===== src/sv/square_root_decimal_places_assert.svh =====
// assertion macros for the truncated decimal square root block
// included by the top level; no other dependencies
`ifndef SQUARE_ROOT_DECIMAL_PLACES_ASSERT_SVH
`define SQUARE_ROOT_DECIMAL_PLACES_ASSERT_SVH

`ifndef SYNTHESIS
// plain condition checked at every clock edge outside reset
`define SRDP_ASSERT(lbl, clk, rstn, cond) \
    lbl: assert property (@(posedge clk) disable iff (!rstn) (cond)) \
        else $error("srdp assertion failed");
// condition in this cycle implies consequence in the next
`define SRDP_ASSERT_NEXT(lbl, clk, rstn, ante, cons) \
    lbl: assert property (@(posedge clk) disable iff (!rstn) (ante) |=> (cons)) \
        else $error("srdp assertion failed");
`else
`define SRDP_ASSERT(lbl, clk, rstn, cond)
`define SRDP_ASSERT_NEXT(lbl, clk, rstn, ante, cons)
`endif

`endif


===== src/sv/srdp_pkg.sv =====
// shared constants and types for the truncated decimal square root block
// no dependencies
package srdp_pkg;

    localparam int RAD_W    = 31;
    localparam int PLACES_W = 3;
    localparam int ROOT_W   = 29;

    localparam int S_DATA_W = ((RAD_W + PLACES_W + 7) / 8) * 8;
    localparam int M_DATA_W = ((ROOT_W + 7) / 8) * 8;

    // status of the radicand scaler toward the cell chain
    typedef struct packed {
        logic busy;
        logic done;
    } scale_status_t;

endpackage


===== src/sv/square_root_decimal_places.sv =====
// top level of the truncated decimal square root: floor(sqrt(n) * 10^p)
// depends on srdp_pkg, srdp_scale, srdp_cell, square_root_decimal_places_assert.svh
//
//  channel | dir | fields (tdata from bit 0 up)
//  s_axis  | in  | radicand[30:0], decimal_places[33:31], zero pad to 40
//  m_axis  | out | root_scaled[28:0], zero pad to 32
//
// one item at a time: an accepted beat is scaled, then walks the cell chain; p is the
// clamped place count and RW the number of cells (29 at MAX_PLACES = 4)
// the scaler multiplies by 100 once for each of the p places, then the item walks the cell
// chain one cell a cycle; a new beat is taken the cycle the result is registered
// a stalled m side freezes the chain; reset clears only valid and busy flags
`include "square_root_decimal_places_assert.svh"

module square_root_decimal_places
    import srdp_pkg::*;
#(
    parameter int MAX_PLACES = 4
) (
    input  logic                aclk,
    input  logic                aresetn,
    input  logic                s_tvalid,
    output logic                s_tready,
    // radicand, decimal_places, zero pad
    input  logic [S_DATA_W-1:0] s_tdata,
    output logic                m_tvalid,
    input  logic                m_tready,
    // root_scaled, zero pad
    output logic [M_DATA_W-1:0] m_tdata
);

    function automatic longint unsigned pow100(input int e);
        longint unsigned acc;
        acc = 1;
        for (int i = 0; i < e; i++) begin
            acc = acc * 100;
        end
        return acc;
    endfunction

    localparam int SCALE_W = $clog2(pow100(MAX_PLACES) + 1);
    localparam int VAL_W   = RAD_W + SCALE_W;
    localparam int RW      = (VAL_W + 1) / 2;

    logic                busy_reg, busy_next;
    logic                out_valid_reg;
    logic [ROOT_W-1:0]   out_data_reg;
    logic                s_fire;
    logic                load;
    logic                adv;
    scale_status_t       scale_st;
    logic [VAL_W-1:0]    scaled;

    logic                vld_w  [RW+1];
    logic [RW+1:0]       rem_w  [RW+1];
    logic [RW-1:0]       root_w [RW+1];
    logic [2*RW-1:0]     rad_w  [RW+1];
    logic [RW-1:0]       cell_vld;
    logic [ROOT_W+RW-1:0] root_ext;

    assign s_tready = !busy_reg;
    assign s_fire   = s_tvalid && s_tready;

    srdp_scale #(
        .VAL_W      (VAL_W),
        .MAX_PLACES (MAX_PLACES)
    ) u_scale (
        .aclk     (aclk),
        .aresetn  (aresetn),
        .start    (s_fire),
        .radicand (s_tdata[RAD_W-1:0]),
        .places   (s_tdata[RAD_W+PLACES_W-1:RAD_W]),
        .status   (scale_st),
        .scaled   (scaled)
    );

    assign vld_w[0]  = scale_st.done;
    assign rem_w[0]  = '0;
    assign root_w[0] = '0;
    assign rad_w[0]  = (2*RW)'(scaled);

    for (genvar i = 0; i < RW; i++) begin : g_cell
        srdp_cell #(
            .RW (RW)
        ) u_cell (
            .aclk      (aclk),
            .aresetn   (aresetn),
            .adv       (adv),
            .in_valid  (vld_w[i]),
            .in_rem    (rem_w[i]),
            .in_root   (root_w[i]),
            .in_rad    (rad_w[i]),
            .out_valid (vld_w[i+1]),
            .out_rem   (rem_w[i+1]),
            .out_root  (root_w[i+1]),
            .out_rad   (rad_w[i+1])
        );
        assign cell_vld[i] = vld_w[i+1];
    end

    // last cell hands over when the output register is free or being drained
    assign load = vld_w[RW] && (!out_valid_reg || m_tready);
    assign adv  = !(vld_w[RW] && !load);

    assign root_ext = {{ROOT_W{1'b0}}, root_w[RW]};

    always_comb begin
        busy_next = busy_reg;
        if (s_fire) begin
            busy_next = 1'b1;
        end else if (load) begin
            busy_next = 1'b0;
        end
    end

    always_ff @(posedge aclk) begin
        if (!aresetn) begin
            busy_reg      <= 1'b0;
            out_valid_reg <= 1'b0;
        end else begin
            busy_reg <= busy_next;
            if (load) begin
                out_valid_reg <= 1'b1;
            end else if (m_tready) begin
                out_valid_reg <= 1'b0;
            end
        end
        if (load) begin
            out_data_reg <= root_ext[ROOT_W-1:0];
        end
    end

    assign m_tvalid = out_valid_reg;
    assign m_tdata  = M_DATA_W'(out_data_reg);

    // only one item is ever in flight between scaler and chain
    `SRDP_ASSERT(a_one_in_flight, aclk, aresetn, $onehot0({scale_st.busy, cell_vld}))
    // an idle block holds nothing in the scaler or the chain
    `SRDP_ASSERT(a_idle_empty, aclk, aresetn, busy_reg || (!scale_st.busy && cell_vld == '0))
    // the scaler never finishes into a frozen chain
    `SRDP_ASSERT(a_done_advances, aclk, aresetn, !scale_st.done || adv)
    // a handed over result shows up on the m side next cycle
    `SRDP_ASSERT_NEXT(a_load_shows, aclk, aresetn, load, m_tvalid && !busy_reg)

endmodule


===== src/sv/srdp_scale.sv =====
// radicand scaler: multiplies the radicand by 100 once per decimal place
// depends on srdp_pkg
module srdp_scale
    import srdp_pkg::*;
#(
    parameter int VAL_W      = 58,
    parameter int MAX_PLACES = 4
) (
    input  logic                aclk,
    input  logic                aresetn,
    input  logic                start,
    input  logic [RAD_W-1:0]    radicand,
    input  logic [PLACES_W-1:0] places,
    output scale_status_t       status,
    output logic [VAL_W-1:0]    scaled
);

    localparam logic [PLACES_W-1:0] MAX_P = PLACES_W'(MAX_PLACES);

    logic                busy_reg, busy_next;
    logic [PLACES_W-1:0] cnt_reg, cnt_next;
    logic [VAL_W-1:0]    val_reg, val_next;
    logic [PLACES_W-1:0] places_clamped;

    assign places_clamped = (places > MAX_P) ? MAX_P : places;

    always_comb begin
        busy_next = busy_reg;
        cnt_next  = cnt_reg;
        val_next  = val_reg;
        if (start) begin
            busy_next = 1'b1;
            cnt_next  = places_clamped;
            val_next  = VAL_W'(radicand);
        end else if (busy_reg) begin
            if (cnt_reg == '0) begin
                busy_next = 1'b0;
            end else begin
                // times 100 as 64 + 32 + 4
                val_next = (val_reg << 6) + (val_reg << 5) + (val_reg << 2);
                cnt_next = cnt_reg - 1'b1;
            end
        end
    end

    always_ff @(posedge aclk) begin
        if (!aresetn) begin
            busy_reg <= 1'b0;
        end else begin
            busy_reg <= busy_next;
        end
        cnt_reg <= cnt_next;
        val_reg <= val_next;
    end

    assign status.busy = busy_reg;
    assign status.done = busy_reg && (cnt_reg == '0);
    assign scaled      = val_reg;

endmodule


===== src/sv/srdp_cell.sv =====
// one restoring square root cell: settles one root bit from two radicand bits
// no dependencies
module srdp_cell #(
    parameter int RW = 29
) (
    input  logic            aclk,
    input  logic            aresetn,
    input  logic            adv,
    input  logic            in_valid,
    input  logic [RW+1:0]   in_rem,
    input  logic [RW-1:0]   in_root,
    input  logic [2*RW-1:0] in_rad,
    output logic            out_valid,
    output logic [RW+1:0]   out_rem,
    output logic [RW-1:0]   out_root,
    output logic [2*RW-1:0] out_rad
);

    logic            valid_reg;
    logic [RW+1:0]   rem_reg, rem_next;
    logic [RW-1:0]   root_reg, root_next;
    logic [2*RW-1:0] rad_reg, rad_next;
    logic [RW+1:0]   rem_sh;
    logic [RW+1:0]   trial;
    logic            fits;

    // remainder stays below 2^RW, so the top bits drop out in the shift
    assign rem_sh = {in_rem[RW-1:0], in_rad[2*RW-1:2*RW-2]};
    assign trial  = {in_root, 2'b01};
    assign fits   = (rem_sh >= trial);

    always_comb begin
        rem_next  = fits ? (rem_sh - trial) : rem_sh;
        root_next = {in_root[RW-2:0], fits};
        rad_next  = {in_rad[2*RW-3:0], 2'b00};
    end

    always_ff @(posedge aclk) begin
        if (!aresetn) begin
            valid_reg <= 1'b0;
        end else if (adv) begin
            valid_reg <= in_valid;
        end
        if (adv) begin
            rem_reg  <= rem_next;
            root_reg <= root_next;
            rad_reg  <= rad_next;
        end
    end

    assign out_valid = valid_reg;
    assign out_rem   = rem_reg;
    assign out_root  = root_reg;
    assign out_rad   = rad_reg;

endmodule

===== config.mk =====
export PLATFORM = sky130hd
export DESIGN_NAME = square_root_decimal_places
export DESIGN_NICKNAME = d
export VERILOG_FILES = /design/src/sv/srdp_pkg.sv /design/src/sv/square_root_decimal_places.sv /design/src/sv/srdp_scale.sv /design/src/sv/srdp_cell.sv
export VERILOG_INCLUDE_DIRS = /design/src /design/src/sv
export SDC_FILE = /design/constraint.sdc
export NUM_CORES = 2
export LEC_CHECK = 0
export ABC_CLOCK_PERIOD_IN_PS = 118100
export BUFFER_PORTS_ARGS = -buffer_cell sky130_fd_sc_hd__clkbuf_2
export CORE_ASPECT_RATIO = 0.7
export CORE_UTILIZATION = 40
export CTS_BUF_LIST = sky130_fd_sc_hd__clkbuf_4
export CTS_CLUSTER_DIAMETER = 60
export DETAILED_ROUTE_END_ITERATION = 6
export PLACE_DENSITY_LB_ADDON = 0.08
export SLEW_MARGIN = 20
export SYNTH_ARGS = -nofsm -noshare
export SYNTH_HDL_FRONTEND = slang
export SYNTH_SLANG_ARGS = --single-unit
export TNS_END_PERCENT = 10

===== constraint.sdc =====
create_clock -name aclk -period 118.1 [get_ports aclk]
set_input_delay 29.525 -clock aclk [delete_from_list [all_inputs] [get_ports aclk]]
set_output_delay 29.525 -clock aclk [all_outputs]
set_load 0.01 [all_outputs]

# After elaboration in Yosys (flattened, before gate mapping)
# Cells that the tools add are included.
totals:
  reg_bits: 2155
  output_inout_bits: 34
  input_bits: 44
  word_cells: 241
op_classes:
  n_bitwise: 1
  reduce_logical: 14
  mux: 42
  magnitude_cmp: 30
  n_addsub: 31
  n_eq_ne: 1
op_table:
  columns: ["cell", "count"]
  rows:
  - ["2-to-1 mux 29 bit", 27]
  - ["adder 58 bit", 2]
  - ["2-to-1 mux 31 bit", 3]
  - ["greater-or-equal comparator 31 x 10 -> 1 bit", 1]
  - ["greater-or-equal comparator 31 x 11 -> 1 bit", 1]
  - ["greater-or-equal comparator 31 x 12 -> 1 bit", 1]
  - ["greater-or-equal comparator 31 x 13 -> 1 bit", 1]
  - ["greater-or-equal comparator 31 x 14 -> 1 bit", 1]
  - ["greater-or-equal comparator 31 x 15 -> 1 bit", 1]
  - ["greater-or-equal comparator 31 x 16 -> 1 bit", 1]
  - ["greater-or-equal comparator 31 x 17 -> 1 bit", 1]
  - ["greater-or-equal comparator 31 x 18 -> 1 bit", 1]
  - ["greater-or-equal comparator 31 x 19 -> 1 bit", 1]
  - ["greater-or-equal comparator 31 x 20 -> 1 bit", 1]
  - ["greater-or-equal comparator 31 x 21 -> 1 bit", 1]
  - ["greater-or-equal comparator 31 x 22 -> 1 bit", 1]
  - ["greater-or-equal comparator 31 x 23 -> 1 bit", 1]
  - ["greater-or-equal comparator 31 x 24 -> 1 bit", 1]
  - ["greater-or-equal comparator 31 x 25 -> 1 bit", 1]
  - ["greater-or-equal comparator 31 x 26 -> 1 bit", 1]
  - ["greater-or-equal comparator 31 x 27 -> 1 bit", 1]
  - ["greater-or-equal comparator 31 x 28 -> 1 bit", 1]
  - ["greater-or-equal comparator 31 x 29 -> 1 bit", 1]
  - ["greater-or-equal comparator 31 x 3 -> 1 bit", 1]
  - ["49 further kinds", 66]

# Longest topological paths before layout
logic_depth:
  ltp_word: 5
  depth_mapped: 13
  ltp_nobuf: 13

# By module
# A second synthesis with hierarchy kept.
hier_totals:
  cells_unflattened: 13462
  hier_area_um2: 173757.9
by_module_without_submodules:
  columns: ["mod", "n_inst", "cells_each", "area_each_um2", "seq_area_each_um2"]
  rows:
  - ["srdp_cell (g_cell[0].u_cell ...)", 15, 471, 5840.6, 3503.4]
  - ["srdp_cell (g_cell[23].u_cell ...)", 14, 404, 5627.9, 3503.4]
  - ["srdp_scale", 1, 697, 6368.6, 1581.5]
  - ["square_root_decimal_places", 1, 44, 989.7, 910.9]

# Least setup slack after synthesis
# OpenSTA, ideal clock, no wires.
synth_timing:
  kind: "in2reg"
  startpoint: "input m_tready"
  endpoint: "register g_cell[0].u_cell.rad_reg[10], enable pin"
  path_slack_ns: 30.733
  cell_stages: 5
  setup_ns: 3.169
  t_arrival_ns: 84.199
  t_required_ns: 114.931
  path_buffers: 2
  cell_sequence: "nor2b_1 -> and2_1 -> clkbuf_1 -> inv_2 -> buf_1"
synth_via:
  elab_chain_len: 4
synth_rtl:
  columns: ["item", "line_no", "source"]
  rows:
  - ["start: declaration", "square_root_decimal_places.sv:27", "input logic m_tready,"]
  - ["logical OR 1 bit", "square_root_decimal_places.sv:102", "assign load = vld_w[RW] && (!out_valid_reg || m_tready);"]
  - ["logical AND 1 bit", "square_root_decimal_places.sv:102", null]
  - ["zero test 1 bit", "square_root_decimal_places.sv:103", "assign adv = !(vld_w[RW] && !load);"]
  - ["logical AND 1 bit", "square_root_decimal_places.sv:103", null]
  - ["end signal: assignment", "srdp_cell.sv:47", "rad_reg <= rad_next;"]
  - ["end: declaration", "srdp_cell.sv:22", "logic [2*RW-1:0] rad_reg, rad_next;"]
# Every way passes these cells.
# A chain may end at the register's enable or synchronous reset.

# Final worst setup path
layout_timing:
  startpoint: "input m_tready"
  endpoint: "register g_cell[0].u_cell.rad_reg[43], enable pin"
# Same word-level chain as after synthesis.

==> metrics.yaml <==
crit_type: "primary input to flop"
gp_congestion: 0.912
powerDensity_mw_per_mm2: 25.8
grt_max_degree: 167
combinationalPowerShare: 0.315
hp-class: "flop to flop"
clockRootBuffer: "clkbuf_4"
critPathRequiredTime_ns: 118.93
ir_drop_mv: 0.0173
drv_slew: 0
tightestPinTransition_ns: 1.21
grt_util_all_layers: 0.170
routed_wl_um: 222000
numCtsBuffers: 560
finalSetupTns_ns: 0
syn2layout_area_growth_pct: 11.3
drt_iter0_markers: 5303
rsz0062_at_grt: "false"
clk_latency_ns: 1.27
yosysWarnings: 0
dp_slack_ns: 81.57
syn_inst: 7968
final_layout_size_suffix_gt1_frac: 0.126
antenna_left: 0
fp.dieH_um: 423
power_frac_seq: 0.465
avgSynthCellArea_um2: 12.7
dr_total_vias: 63100
route.detailed.drc: 0
switching_power_mw: 1.01
crit_arrival_ns: 35.93
fmax_mhz: 28.5
fin_skew_ns: 0.0776
synth_area_mm2: 0.102
ctsLongestPathBuffers: 4
post_drt_via_cell_ratio: 5.16
die_w_um: 604
initial_core_util: 0.403
hold_slack_ns: 0.352
finalCriticalPeriod_ns: 35.10
final_common_cell: "edfxtp_1"
setup_violations: 0
io_pins: 78
p_clk_frac: 0.221
async_reset_ff_frac: 0
grt_pass1_vias: 60300
synth_flop_cell: "edfxtp_1"
worstSetupStartpointType: "primary input"
rows: 154
grt_pass1_wl_um: 344000
synth_seq_area_share: 0.628
dieArea_mm2: 0.256
routedWlPerCell_um: 18.2
antenna_found_initial: 13
largest_reg_flops: 812
place_hpwl_um: 158000
finalHoldViolCount: 0
cts_hold_buf: 0
status: "finished clean"
port_buffers: 68
p_int_mw: 1.91
finalPower_mw: 2.92
power_switching_share: 0.346
p_leak_nw: 46.2
grt_overflow: 0
cp_max_fo: 130
synthDistinctLibCells: 103
clk_pin_slew_worst_paths_ns: 0.06
end_kind: "flop"
postCtsSetupRepairBufs: 0
cts_tree: "yes"
slew_headroom: 0.194
final_cell_mix: "edfxtp_1, clkbuf_4, nand2_1"
first_pass_iters: 6
fillers: 23200
synth_edf_count: 2082
worst_slack_ns: 83.00
ys_ff_latch: 2141
maxCapViolCount: 0
cts.sinks: 2141
post_cts_resized: 0
cts.htree.levels: 6
core_mm2: 0.252
fin_nets: 9121
min_period_over_period: 0.297
==> worst paths after layout <==
path / startpoint / end / slack, ns / depth (start not counted)
max: m_tready / g_cell[0].u_cell.out_rad[43] / 83.00 / 11
max reg2reg: m_tvalid / g_cell[0].u_cell.out_rad[43] / 110.95 / 10
min: g_cell[0].u_cell.out_rad[44] / g_cell[1].u_cell.out_rad[46] / 0.35 / 0
min reg2reg: g_cell[0].u_cell.out_rad[44] / g_cell[1].u_cell.out_rad[46] / 0.35 / 0
==> per-stage QoR <==
step                utilization  cell area, µm²  cells
floorplan                     -          102000   7971
global placement          0.421          106000  11300
detailed placement        0.421          106000  11300
CTS                       0.448          113000  12200
global route              0.448          113000  12200
finish                    0.448          113000  12200
==> cell usage after synthesis (all sizes together) (143+ instances only) <==
library cell,count,area (µm²)
a21o,213,1600
a21oi,465,2330
edfxtp,2082,62500
ha,520,6510
inv,609,2290
nand2,665,2500
nand3,143,716
nor2,421,1580
nor3,190,976
o21ai,478,2400
xnor2,354,3100
xor2,317,2780
==> worst max-delay path, cell delays in order <==
cell      delay [ns]
clkbuf_2        0.08
nor2b_1         0.07
and2_1          0.16
buf_4           0.23
inv_8           0.61
buf_4           0.86
buf_4           0.85
buf_4           0.73
buf_4           0.81
buf_4           0.85
buf_4           0.74
==> power by group through the flow <==
stage          registers (mW)  clock network [mW]  logic (mW)
2_1_floorplan            1.30                   0       0.679
3_3_place_gp             1.37                   0       0.891
3_5_place_dp             1.37                   0       0.902
4_1_cts                  1.36               0.678       0.909
5_1_grt                  1.39               0.714        1.02
6_report                 1.36               0.643       0.918
==> layout make-up <==
class	instances	area (µm²)	share of cell area
Clock buffer	813	6100	0.0540
Timing Repair Buffer	133	861	0.00762
Sequential cell	2141	63700	0.564
Inverter	609	2290	0.0203
Antenna cell	5	12.5	0.000111
Clock inverter	122	842	0.00745
Tap cell	3354	4200	0.0371
Multi-Input combinational cell	5060	35000	0.310
==> kinds of logic (layout without fill, tap and decap cells) <==
kind of cell    count (synthesis)  count (layout)  synth area share
simple gates                 2071            2071             0.100
flops                        2141            2141             0.628
xor+xnor                      671             671            0.0579
buf+inv                       770            1677            0.0290
mux                            77              77           0.00834
other cells                     1               9         0.0000369
compound gates               1665            1665             0.103
fa+ha+maj                     572             572            0.0744
==> metal layers <==
layer	track usage	wire length, µm	share of wire
met5	0	152	0.00068
met1	0.284	120000	0.54
met4	0.0511	4770	0.021
met3	0.0562	19900	0.089
met2	0.196	77200	0.35
Power figures use the tool's default switching activity.
